[src/sv/dix_pkg.sv]
package dix_pkg;

  localparam int DEF_AXIS_SIZE = 4096;

  localparam int TI_W       = 12;
  localparam int ST_W       = 2;
  localparam int CFG_IDX_W  = 3;
  localparam int CFG_DATA_W = 32;

  localparam logic [CFG_IDX_W-1:0] CFG_TIME_ORIGIN = 3'd0;
  localparam logic [CFG_IDX_W-1:0] CFG_TIME_STEP   = 3'd1;
  localparam logic [CFG_IDX_W-1:0] CFG_VEL_ORIGIN  = 3'd2;
  localparam logic [CFG_IDX_W-1:0] CFG_VEL_STEP    = 3'd3;
  localparam logic [CFG_IDX_W-1:0] CFG_VEL_COUNT   = 3'd4;

  localparam logic [ST_W-1:0] CLAMP_NONE = 2'd0;
  localparam logic [ST_W-1:0] CLAMP_MIN  = 2'd1;
  localparam logic [ST_W-1:0] CLAMP_MAX  = 2'd2;

  // index division: 35-bit numerator, so 35 quotient steps
  localparam int IDX_NUM_W = 35;
  localparam int IDX_SHIFT = 64 - IDX_NUM_W;

  typedef enum logic [4:0] {
    OP_NONE,
    OP_LOAD,
    OP_T,
    OP_V,
    OP_VMAX,
    OP_M_VMIN,
    OP_M_VMAX,
    OP_M_VV,
    OP_M_PP,
    OP_M_AL,
    OP_M_AH,
    OP_ACC_A,
    OP_NEG_A,
    OP_M_BL,
    OP_M_BH,
    OP_ACC_B,
    OP_SUB_B,
    OP_DECIDE,
    OP_DIV,
    OP_CLAMP,
    OP_SQRT,
    OP_IDX_INIT,
    OP_IDX_DIV,
    OP_EMIT
  } dix_op_t;

  typedef struct packed {
    dix_op_t op;
  } dix_cmd_t;

  typedef struct packed {
    logic bypass;
  } dix_stat_t;

endpackage

[src/sv/dix_ctrl.sv]
module dix_ctrl import dix_pkg::*; (
  input  logic      clk,
  input  logic      rst_n,
  input  logic      in_valid,
  output logic      in_ready,
  output logic      out_valid,
  input  logic      out_ready,
  output dix_cmd_t  cmd,
  input  dix_stat_t stat
);

  localparam logic [5:0] CNT_DIV  = 6'd63;
  localparam logic [5:0] CNT_SQRT = 6'd31;
  localparam logic [5:0] CNT_IDX  = 6'(IDX_NUM_W - 1);

  typedef enum logic [4:0] {
    S_IDLE, S_T, S_V, S_VMAX, S_M_VMIN, S_M_VMAX, S_M_VV, S_M_PP,
    S_M_AL, S_M_AH, S_ACC_A, S_NEG_A, S_M_BL, S_M_BH, S_ACC_B, S_SUB_B,
    S_DECIDE, S_DIV, S_CLAMP, S_SQRT, S_IDX_INIT, S_IDX_DIV, S_EMIT
  } state_t;

  state_t     state_r, state_nxt;
  logic [5:0] cnt_r, cnt_nxt;
  logic       out_valid_r, out_valid_nxt;
  logic       emit_ok;

  assign emit_ok = !out_valid_r || out_ready;

  always_comb begin
    state_nxt     = state_r;
    cnt_nxt       = cnt_r;
    out_valid_nxt = out_valid_r && !out_ready;
    cmd.op        = OP_NONE;
    unique case (state_r)
      S_IDLE: begin
        if (in_valid) begin
          cmd.op    = OP_LOAD;
          state_nxt = S_T;
        end
      end
      S_T:      begin cmd.op = OP_T;      state_nxt = S_V;      end
      S_V:      begin cmd.op = OP_V;      state_nxt = S_VMAX;   end
      S_VMAX:   begin cmd.op = OP_VMAX;   state_nxt = S_M_VMIN; end
      S_M_VMIN: begin cmd.op = OP_M_VMIN; state_nxt = S_M_VMAX; end
      S_M_VMAX: begin cmd.op = OP_M_VMAX; state_nxt = S_M_VV;   end
      S_M_VV:   begin cmd.op = OP_M_VV;   state_nxt = S_M_PP;   end
      S_M_PP:   begin cmd.op = OP_M_PP;   state_nxt = S_M_AL;   end
      S_M_AL:   begin cmd.op = OP_M_AL;   state_nxt = S_M_AH;   end
      S_M_AH:   begin cmd.op = OP_M_AH;   state_nxt = S_ACC_A;  end
      S_ACC_A:  begin cmd.op = OP_ACC_A;  state_nxt = S_NEG_A;  end
      S_NEG_A:  begin cmd.op = OP_NEG_A;  state_nxt = S_M_BL;   end
      S_M_BL:   begin cmd.op = OP_M_BL;   state_nxt = S_M_BH;   end
      S_M_BH:   begin cmd.op = OP_M_BH;   state_nxt = S_ACC_B;  end
      S_ACC_B:  begin cmd.op = OP_ACC_B;  state_nxt = S_SUB_B;  end
      S_SUB_B:  begin cmd.op = OP_SUB_B;  state_nxt = S_DECIDE; end
      S_DECIDE: begin
        cmd.op = OP_DECIDE;
        if (stat.bypass) begin
          cnt_nxt   = CNT_SQRT;
          state_nxt = S_SQRT;
        end else begin
          cnt_nxt   = CNT_DIV;
          state_nxt = S_DIV;
        end
      end
      S_DIV: begin
        cmd.op  = OP_DIV;
        cnt_nxt = cnt_r - 6'd1;
        if (cnt_r == '0) begin
          state_nxt = S_CLAMP;
        end
      end
      S_CLAMP: begin
        cmd.op    = OP_CLAMP;
        cnt_nxt   = CNT_SQRT;
        state_nxt = S_SQRT;
      end
      S_SQRT: begin
        cmd.op  = OP_SQRT;
        cnt_nxt = cnt_r - 6'd1;
        if (cnt_r == '0) begin
          state_nxt = S_IDX_INIT;
        end
      end
      S_IDX_INIT: begin
        cmd.op    = OP_IDX_INIT;
        cnt_nxt   = CNT_IDX;
        state_nxt = S_IDX_DIV;
      end
      S_IDX_DIV: begin
        cmd.op  = OP_IDX_DIV;
        cnt_nxt = cnt_r - 6'd1;
        if (cnt_r == '0) begin
          state_nxt = S_EMIT;
        end
      end
      S_EMIT: begin
        if (emit_ok) begin
          cmd.op        = OP_EMIT;
          out_valid_nxt = 1'b1;
          state_nxt     = S_IDLE;
        end
      end
      default: state_nxt = S_IDLE;
    endcase
  end

  always_ff @(posedge clk) begin
    if (!rst_n) begin
      state_r     <= S_IDLE;
      cnt_r       <= '0;
      out_valid_r <= 1'b0;
    end else begin
      state_r     <= state_nxt;
      cnt_r       <= cnt_nxt;
      out_valid_r <= out_valid_nxt;
    end
  end

  assign in_ready  = (state_r == S_IDLE);
  assign out_valid = out_valid_r;

endmodule

[config.mk]
export PLATFORM = sky130hd
export DESIGN_NAME = dix_ctrl
export DESIGN_NICKNAME = d
export VERILOG_FILES = /design/src/sv/dix_pkg.sv /design/src/sv/dix_ctrl.sv
export SDC_FILE = /design/constraint.sdc
export NUM_CORES = 1
export LEC_CHECK = 0
export BUFFER_PORTS_ARGS = -buffer_cell sky130_fd_sc_hd__buf_2
export CAP_MARGIN = 20
export CORE_MARGIN = 1.5
export CORE_UTILIZATION = 52
export CTS_BUF_LIST = sky130_fd_sc_hd__clkbuf_8
export CTS_CLUSTER_DIAMETER = 50
export DETAILED_ROUTE_END_ITERATION = 6
export PLACE_DENSITY = 0.73
export SKIP_CTS_REPAIR_TIMING = 1
export SYNTH_ARGS = -nofsm -noshare
export SYNTH_HDL_FRONTEND = slang
export SYNTH_SLANG_ARGS = --single-unit
[constraint.sdc]
create_clock -name clk -period 1.5 [get_ports clk]
set_input_delay 0.15 -clock clk [delete_from_list [all_inputs] [get_ports clk]]
set_output_delay 0.15 -clock clk [all_outputs]
set_load 0.02 [all_outputs]
==> results.txt, run 1 <==
* Total Nets Final: 139
- Unique masters post-synth: slightly above 40
- Synthesized instance count: ~100
- Routability congestion estimate from global placement: around 0.85
- Die area: approximately 1800 µm²
- At the end of the flow the core is filled with cells to 0.8860.
* Cts bufs inserted: 3
- Required time reported for the critical path endpoint: ~1.4 ns
* Failing checks: setup timing
- Area Overhead vs Synth: 52.23%
* Max Fclk: just over 600 MHz
- Leakage dissipation: 0.4818 nW
- The first TritonRoute pass finished after 4 iterations.
* Setup WS post-layout: -0.1218 ns
- Max-slew violation count: 0
- Remaining global-route overflow: 0
- Pin count of the biggest net entering global routing: 11
- Cells traversed along the worst timing path: buf_6 -> and2_4 -> o21a_1 -> o31ai_2 -> buf_4
- Max_slew headroom: 0.7915
- Yosys Warn Count: 0
- Timing analysis after detailed placement gives a worst setup slack of -0.008554 ns.
- H-Tree Level Count: 1
- Across the VDD grid, the largest voltage drop is 1268 µV.
- On the worst path, the slowest cell contributes a delay of 0.34 ns.
- At the pin with the least slew margin, the transition time is ~0.31 ns.
* Root buffer cell: clkbuf_8
* Tmin final: about 1.6 ns
- Slowest cell on the critical path: dfxtp_2
- Antenna cells: 0
- Overall power of the completed layout: 1.960 mW
- Synthesized flop and latch total: 12
* Drt first-iter violations: 60
- Seq/Total Area, Yosys: 0.3057
* Critical path launch point type: flop
- Detailed-route DRC error count: 0
- The critical path in this run is classified as reg -> out.
- Across the run, the number of max-cap violations was 0.
* Mean Syn Cell Area: about 8 µm²
- 12 I/O pins were placed.
- DP Wirelength: approximately 1.5 mm
- Area of the mapped netlist: 785.8 µm²
- Beginning of the worst register-to-register path: state_r[1]
- Chip Height: 41.87 µm
- In the synthesized netlist the dominant register cell turns out to be dfxtp_1.
* Non-Filler Instances: 147
* IO buf count: 11
- Share of cells above drive strength 1: 0.4470
- Once placement completed, the tool counted placed cells totaling around 140.
- Proportion of netlist area held by the largest area contributor: 0.3057
- The final route contains approximately 1000 vias.
* Die Wd: between 40 and 50 µm
* Post-DR vias/cell: 6.619
- Status: finished with violations
- Worst clock skew: between 0.005 and 0.006 ns
- Top post-synthesis cells by area: dfxtp_1 (31%), a21oi_1 (5.7%), o21ai_0 (5.7%), nand2_1 (3.8%), nor2_1 (3.3%)
* FFs w/ async S/R, synth: 0
* Cell Rows: 13
- Worst min-delay path category: in -> reg
- Adding up every negative setup slack in the final design gives -0.2792 ns.
- Clock latency on the worst-skew pair, taken at its later pin, is approximately 0.24 ns.
- Buffers from clock root to sink, at most: 2
- The initial utilization of the core area, before any placement, comes to 0.5820.
- The count of nets left with antenna violations once routing finished came out at 0.
- Power density relative to cell area: 1638 nW/µm²
- Cell family with the largest share of critical-path delay: compound AO/OA/AOI/OAI gates
* Largest area contributor in the netlist: dfxtp_1
- STA puts the critical path data arrival time at around 1.5 ns.
- Synthesis produced a netlist with a net count of 107.
* Core Footprint: 1350 µm²
* Total wire length after detailed routing: ~2.8 mm
- RSZ-0062 raised after global routing: yes
* Hold violation total from the final report: 0
- The first global-routing pass estimated about 3.5 mm of wire.
* Routed WL per cell: 19.24 µm
- # clock sinks: 12
- Across every metal layer, demand over resource in global routing totals 0.2590.
- In this run the most critical hold path is launched from rst_n.
- Critical Path Start: state_r[1]
* Biggest fanout along the worst timing path: 4
- Clock-pin slew was measured on the worst setup and hold paths at approximately 0.060 ns.
- The worst setup path is captured at an output pin.
- Worst path bufs/invs: 2
- TritonCTS built the clock tree.
- The synthesized design contains 0 enable-type register cells.
- The number of antenna violations at the first check in global routing was 0.
- Of the available clock period, the critical path in the final layout requires 1.081.
- Total setup violations reported at the end of the flow: 4
- Via count of the first global-routing pass: approximately 810
## where the power goes
part / switching, mW / leakage (nW) / internal (mW)
registers: 0.0830 / 0.100 / 0.389
clock network: 0.131 / 0.0288 / 0.232
logic: 0.587 / 0.353 / 0.537
total: 0.801 / 0.482 / 1.16
## worst paths after layout
kind,to,slack [ns],cells past startpoint
setup / recovery,cmd[0],-0.12,5
hold / removal,state_r[4],0.20,2
setup reg to reg,state_r[1],-0.01,4
hold reg to reg,cnt_r[4],0.49,2
## kinds of logic after synthesis
group / count (synthesis) / synth area share
simple gates: 44 / 0.3169
compound gates: 33 / 0.2834
flops: 12 / 0.3057
buf+inv: 9 / 0.05413
xor+xnor: 1 / 0.01115
mux: 1 / 0.01274
fa+ha+maj: 1 / 0.01592
## cells in the mapped netlist, drive strengths merged, types with 2 or more instances
library cell	n
dfxtp	12
a21oi	9
o21ai	9
nand2	8
nor2	8
nand3	5
clkbuf	4
nand2b	4
nor2b	4
nor3	3
a211oi	2
and2	2
buf	2
inv	2
nor3b	2
nor4	2
o2111ai	2
o21a	2
or2	2
## layer usage
metal	vias to the layer above	global-route usage	routed length, µm
met5	-	0	0
met4	0	0.1290	55
met3	8	0.03913	251
met2	71	0.4000	1374
met1	455	0.3485	1147
li1	439	-	-
## metrics by stage
stage / cell area [µm²] / hold slack, ns
after floorplan: 814.5 / 0.2812
after global placement: 977.2 / 0.4418
after detailed placement: 977.2 / 0.4499
after CTS: 1032 / 0.1953
after global routing: 1196 / 0.2112
final: 1196 / 0.2030
## cells in the final DEF (no fill, tap or decap), types with 2 or more instances in the layout
master    synthesis  layout
a211oi_1          2       2
a21oi_1           9       9
buf_2             1       7
buf_4             0      22
buf_6             1       4
clkbuf_8          0       4
dfxtp_1          12       8
dfxtp_2           0       2
dfxtp_4           0       2
inv_1             2       2
nand2_1           8       8
nand2b_1          4       3
nand3_1           5       4
nor2_1            7       6
nor2_2            1       2
nor2b_1           4       4
nor3_1            2       2
nor4_4            0       2
o21a_1            2       2
o21ai_0           9       9
or2_4             1       2
## registers in the layout, summed over array words and instances, names as in the netlist
name	count
out_valid	1
state_r	5
cnt_r	6
## cell type report
type / count / area (µm²)
Tap cell: 15 / 18.77
Fill cell: 58 / 153.9
Multi-Input combinational cell: 80 / 615.6
Inverter: 3 / 11.26
Sequential cell: 12 / 250.2
Clock buffer: 4 / 55.05
Timing Repair Buffer: 33 / 245.2
Power figures use the tool's default switching activity.
==> run 2, diff against run 1 <==
TNS_END_PERCENT = 20   (was unset)
==> run 2 against run 1 <==
Against the previous run: the flow still finishes with violations (setup timing); design area fell by 13%; first-iteration DRC count fell by 52%; critical path depth did not move; critical endpoint is now cmd[2]; largest cell class unchanged.
==> results.txt, run 2 (synthesis results as in run 1) <==
* Data arrival, critical path: 1.52 ns (+0.05 ns)
* Worst-path clk slew: 0.05 ns (about the same)
- The power consumption is 1.726 mW (-12%).
* Total setup violations reported at the end of the flow: 4 (unchanged)
- The quantity of I/O buffers inserted on ports came to 11 (unchanged).
- Starting utilization of the core area: 0.5820 (unchanged)
- Worst IR Drop VDD: 1336 µV (+5.4%)
- The floorplan core area is 1350 µm² (unchanged).
- The number of antenna violations at the first check in global routing was 0 (unchanged).
- Area of all sequential standard cells: 244.0 µm² (-2.5%)
- The register with the most flip-flops in the final layout is cnt_r.
* # clock sinks: 12 (unchanged)
* Failing checks: setup timing
* Worst setup path class: reg -> out
- The full die area was 1753 µm² (unchanged).
* Total wire length after detailed routing: 2.042 mm (-28%)
- The die width is 41.87 µm (unchanged).
- The tightest min-delay check is of the in -> reg type.
- The leakage power of the design came to 0.4153 nW (-14%).
- Status: finished with violations
- The total CTS buffers came to 3 (unchanged).
* Global-route wire length before repair: 3.056 mm (-11%)
* Leading cell type in the layout, fill and taps excluded: buf_4
- Place WS: 0.03208 ns (+0.04063 ns)
- Routed WL per cell: 14.91 µm (-23%)
- The detailed-routing iteration count for the pre-antenna-repair pass was 4 (unchanged).
* Drt first-iter violations: 29 (-52%)
* Non-Filler Cell Area, Final: 1037 µm² (-13%)
- The share of cells above drive strength 1 was 0.3361 (-0.1109).
* H-Tree Level Count: 1 (unchanged)
- Pin count of the biggest net entering global routing: 13 (+2)
- Total placed cells including tap cells: 132 (-3.6%)
* Setup WS post-layout: -0.1689 ns (-0.04712 ns)
* Worst clock skew: 0.005659 ns (+0.0001542 ns)
* Root buffer cell: clkbuf_8
* Worst Tran Pin Value: 0.3073 ns (-0.003476 ns)
- Via count of the first global-routing pass: 634 (-21%)
- The deepest clock path buffer count was 2 (unchanged).
- The overall routing resource usage was 0.2316 (-0.02743).
* Hold violation total from the final report: 0 (unchanged)
* DP Wirelength: 1.385 mm (-6.5%)
- The floorplan die height is 41.87 µm (unchanged).
* Placed cell areas: 917.1 µm² (-6.1%)
* Post-DRT Antenna Nets: 0 (unchanged)
* Area used by multi-input combinational logic: 550.5 µm² (-11%)
- The number of filler instances in the final layout was 97 (+67%).
- The post-layout utilization of the core is 0.7683 (-0.1177).
- The required time of the critical path came to 1.35 ns (about the same).
- The final net count came to 129 (-7.2%).
- STA classifies the critical path endpoint as an output pin.
* CTS tree: yes
- The total inserted antenna cells is 0 (unchanged).
- The peak fanout along the critical path came to 8 (+4).
* # Max-Cap Violations: 0 (unchanged)
- Via Count: 842 (-13%)
* Routability congestion estimate from global placement: 0.9121 (+6.8%)
- Detailed-route DRC error count: 0 (unchanged)
* Remaining global-route overflow: 0 (unchanged)
* Most used cells in the layout excluding fill and tap cells: buf_4 (12), a21oi_1 (9), o21ai_0 (9), dfxtp_1 (9), buf_2 (9)
* Post-DR vias/cell: 6.146 (-7.1%)
- The clock insertion delay at the later pin of the skew report came to 0.25 ns (about the same).
* Power density relative to cell area: 1664 nW/µm² (+1.6%)
* Flip-flop count of the largest register after layout: 6 (unchanged)
* Post-route fraction of the period consumed by the critical path: 1.113 (+0.03142)
* Max Fclk: 599.2 MHz (-2.8%)
- The worst-case headroom to the max-slew limit came to 0.7944 (+0.002842).
- STA classifies the critical path startpoint as a flop.
* I/O pin total: 12 (unchanged)
- The number of cell rows is 13 (unchanged).
- Non-Filler Instances: 137 (-6.8%)
- Setup repair after global routing could not meet its margin everywhere.
- Area Overhead vs Synth: 32.01%
- The time the final worst path needs with I/O delays and setup was 1.669 ns (+0.04712 ns).
- The final count of pins violating max slew was 0 (unchanged).
run 2: per-layer routing:
layer  track usage  wire, µm  vias up
met2        0.3250       914       28
met4       0.09677        36        0
met1        0.3272       990      390
met3       0.06522       101        4
li1              -         -      420
met5             0         0        -
run 2: cell type report:
type / count / area share
flip-flops and latches: 12 / 0.2352
multi-input cells: 80 / 0.5308
clock buffers: 4 / 0.05308
repair buffers: 23 / 0.1520
inverters: 3 / 0.01086
well taps: 15 / 0.01809
run 2: through the flow:
step / TNS (ns) / hold WS, ns
2_1_floorplan: -0.1011 / 0.2812
3_3_place_gp: 0 / 0.4466
3_5_place_dp: 0 / 0.4488
4_1_cts: -0.5569 / 0.1872
5_1_grt: -0.6097 / 0.1886
6_report: -0.3254 / 0.1875
run 2: report_power, final:
group | total, mW | internal [mW] | switching, mW
Clock | 0.355 | 0.232 | 0.123
Sequential | 0.452 | 0.388 | 0.0641
Combinational | 0.919 | 0.437 | 0.482
Total | 1.73 | 1.06 | 0.669
run 2: critical path, cell delays in order (launching register included):
cell       delay (ns)
dfxtp_2          0.39
buf_4            0.19
a21boi_0         0.12
o2111ai_1        0.30
nand2_1          0.09
buf_2            0.17
run 2: worst paths after layout:
path	start	end	slack, ns	depth (start not counted)
max	state_r[4]	cmd[2]	-0.17	5
min	rst_n	state_r[4]	0.19	2
max reg2reg	state_r[3]	state_r[1]	0.03	4
min reg2reg	cnt_r[4]	cnt_r[4]	0.49	2
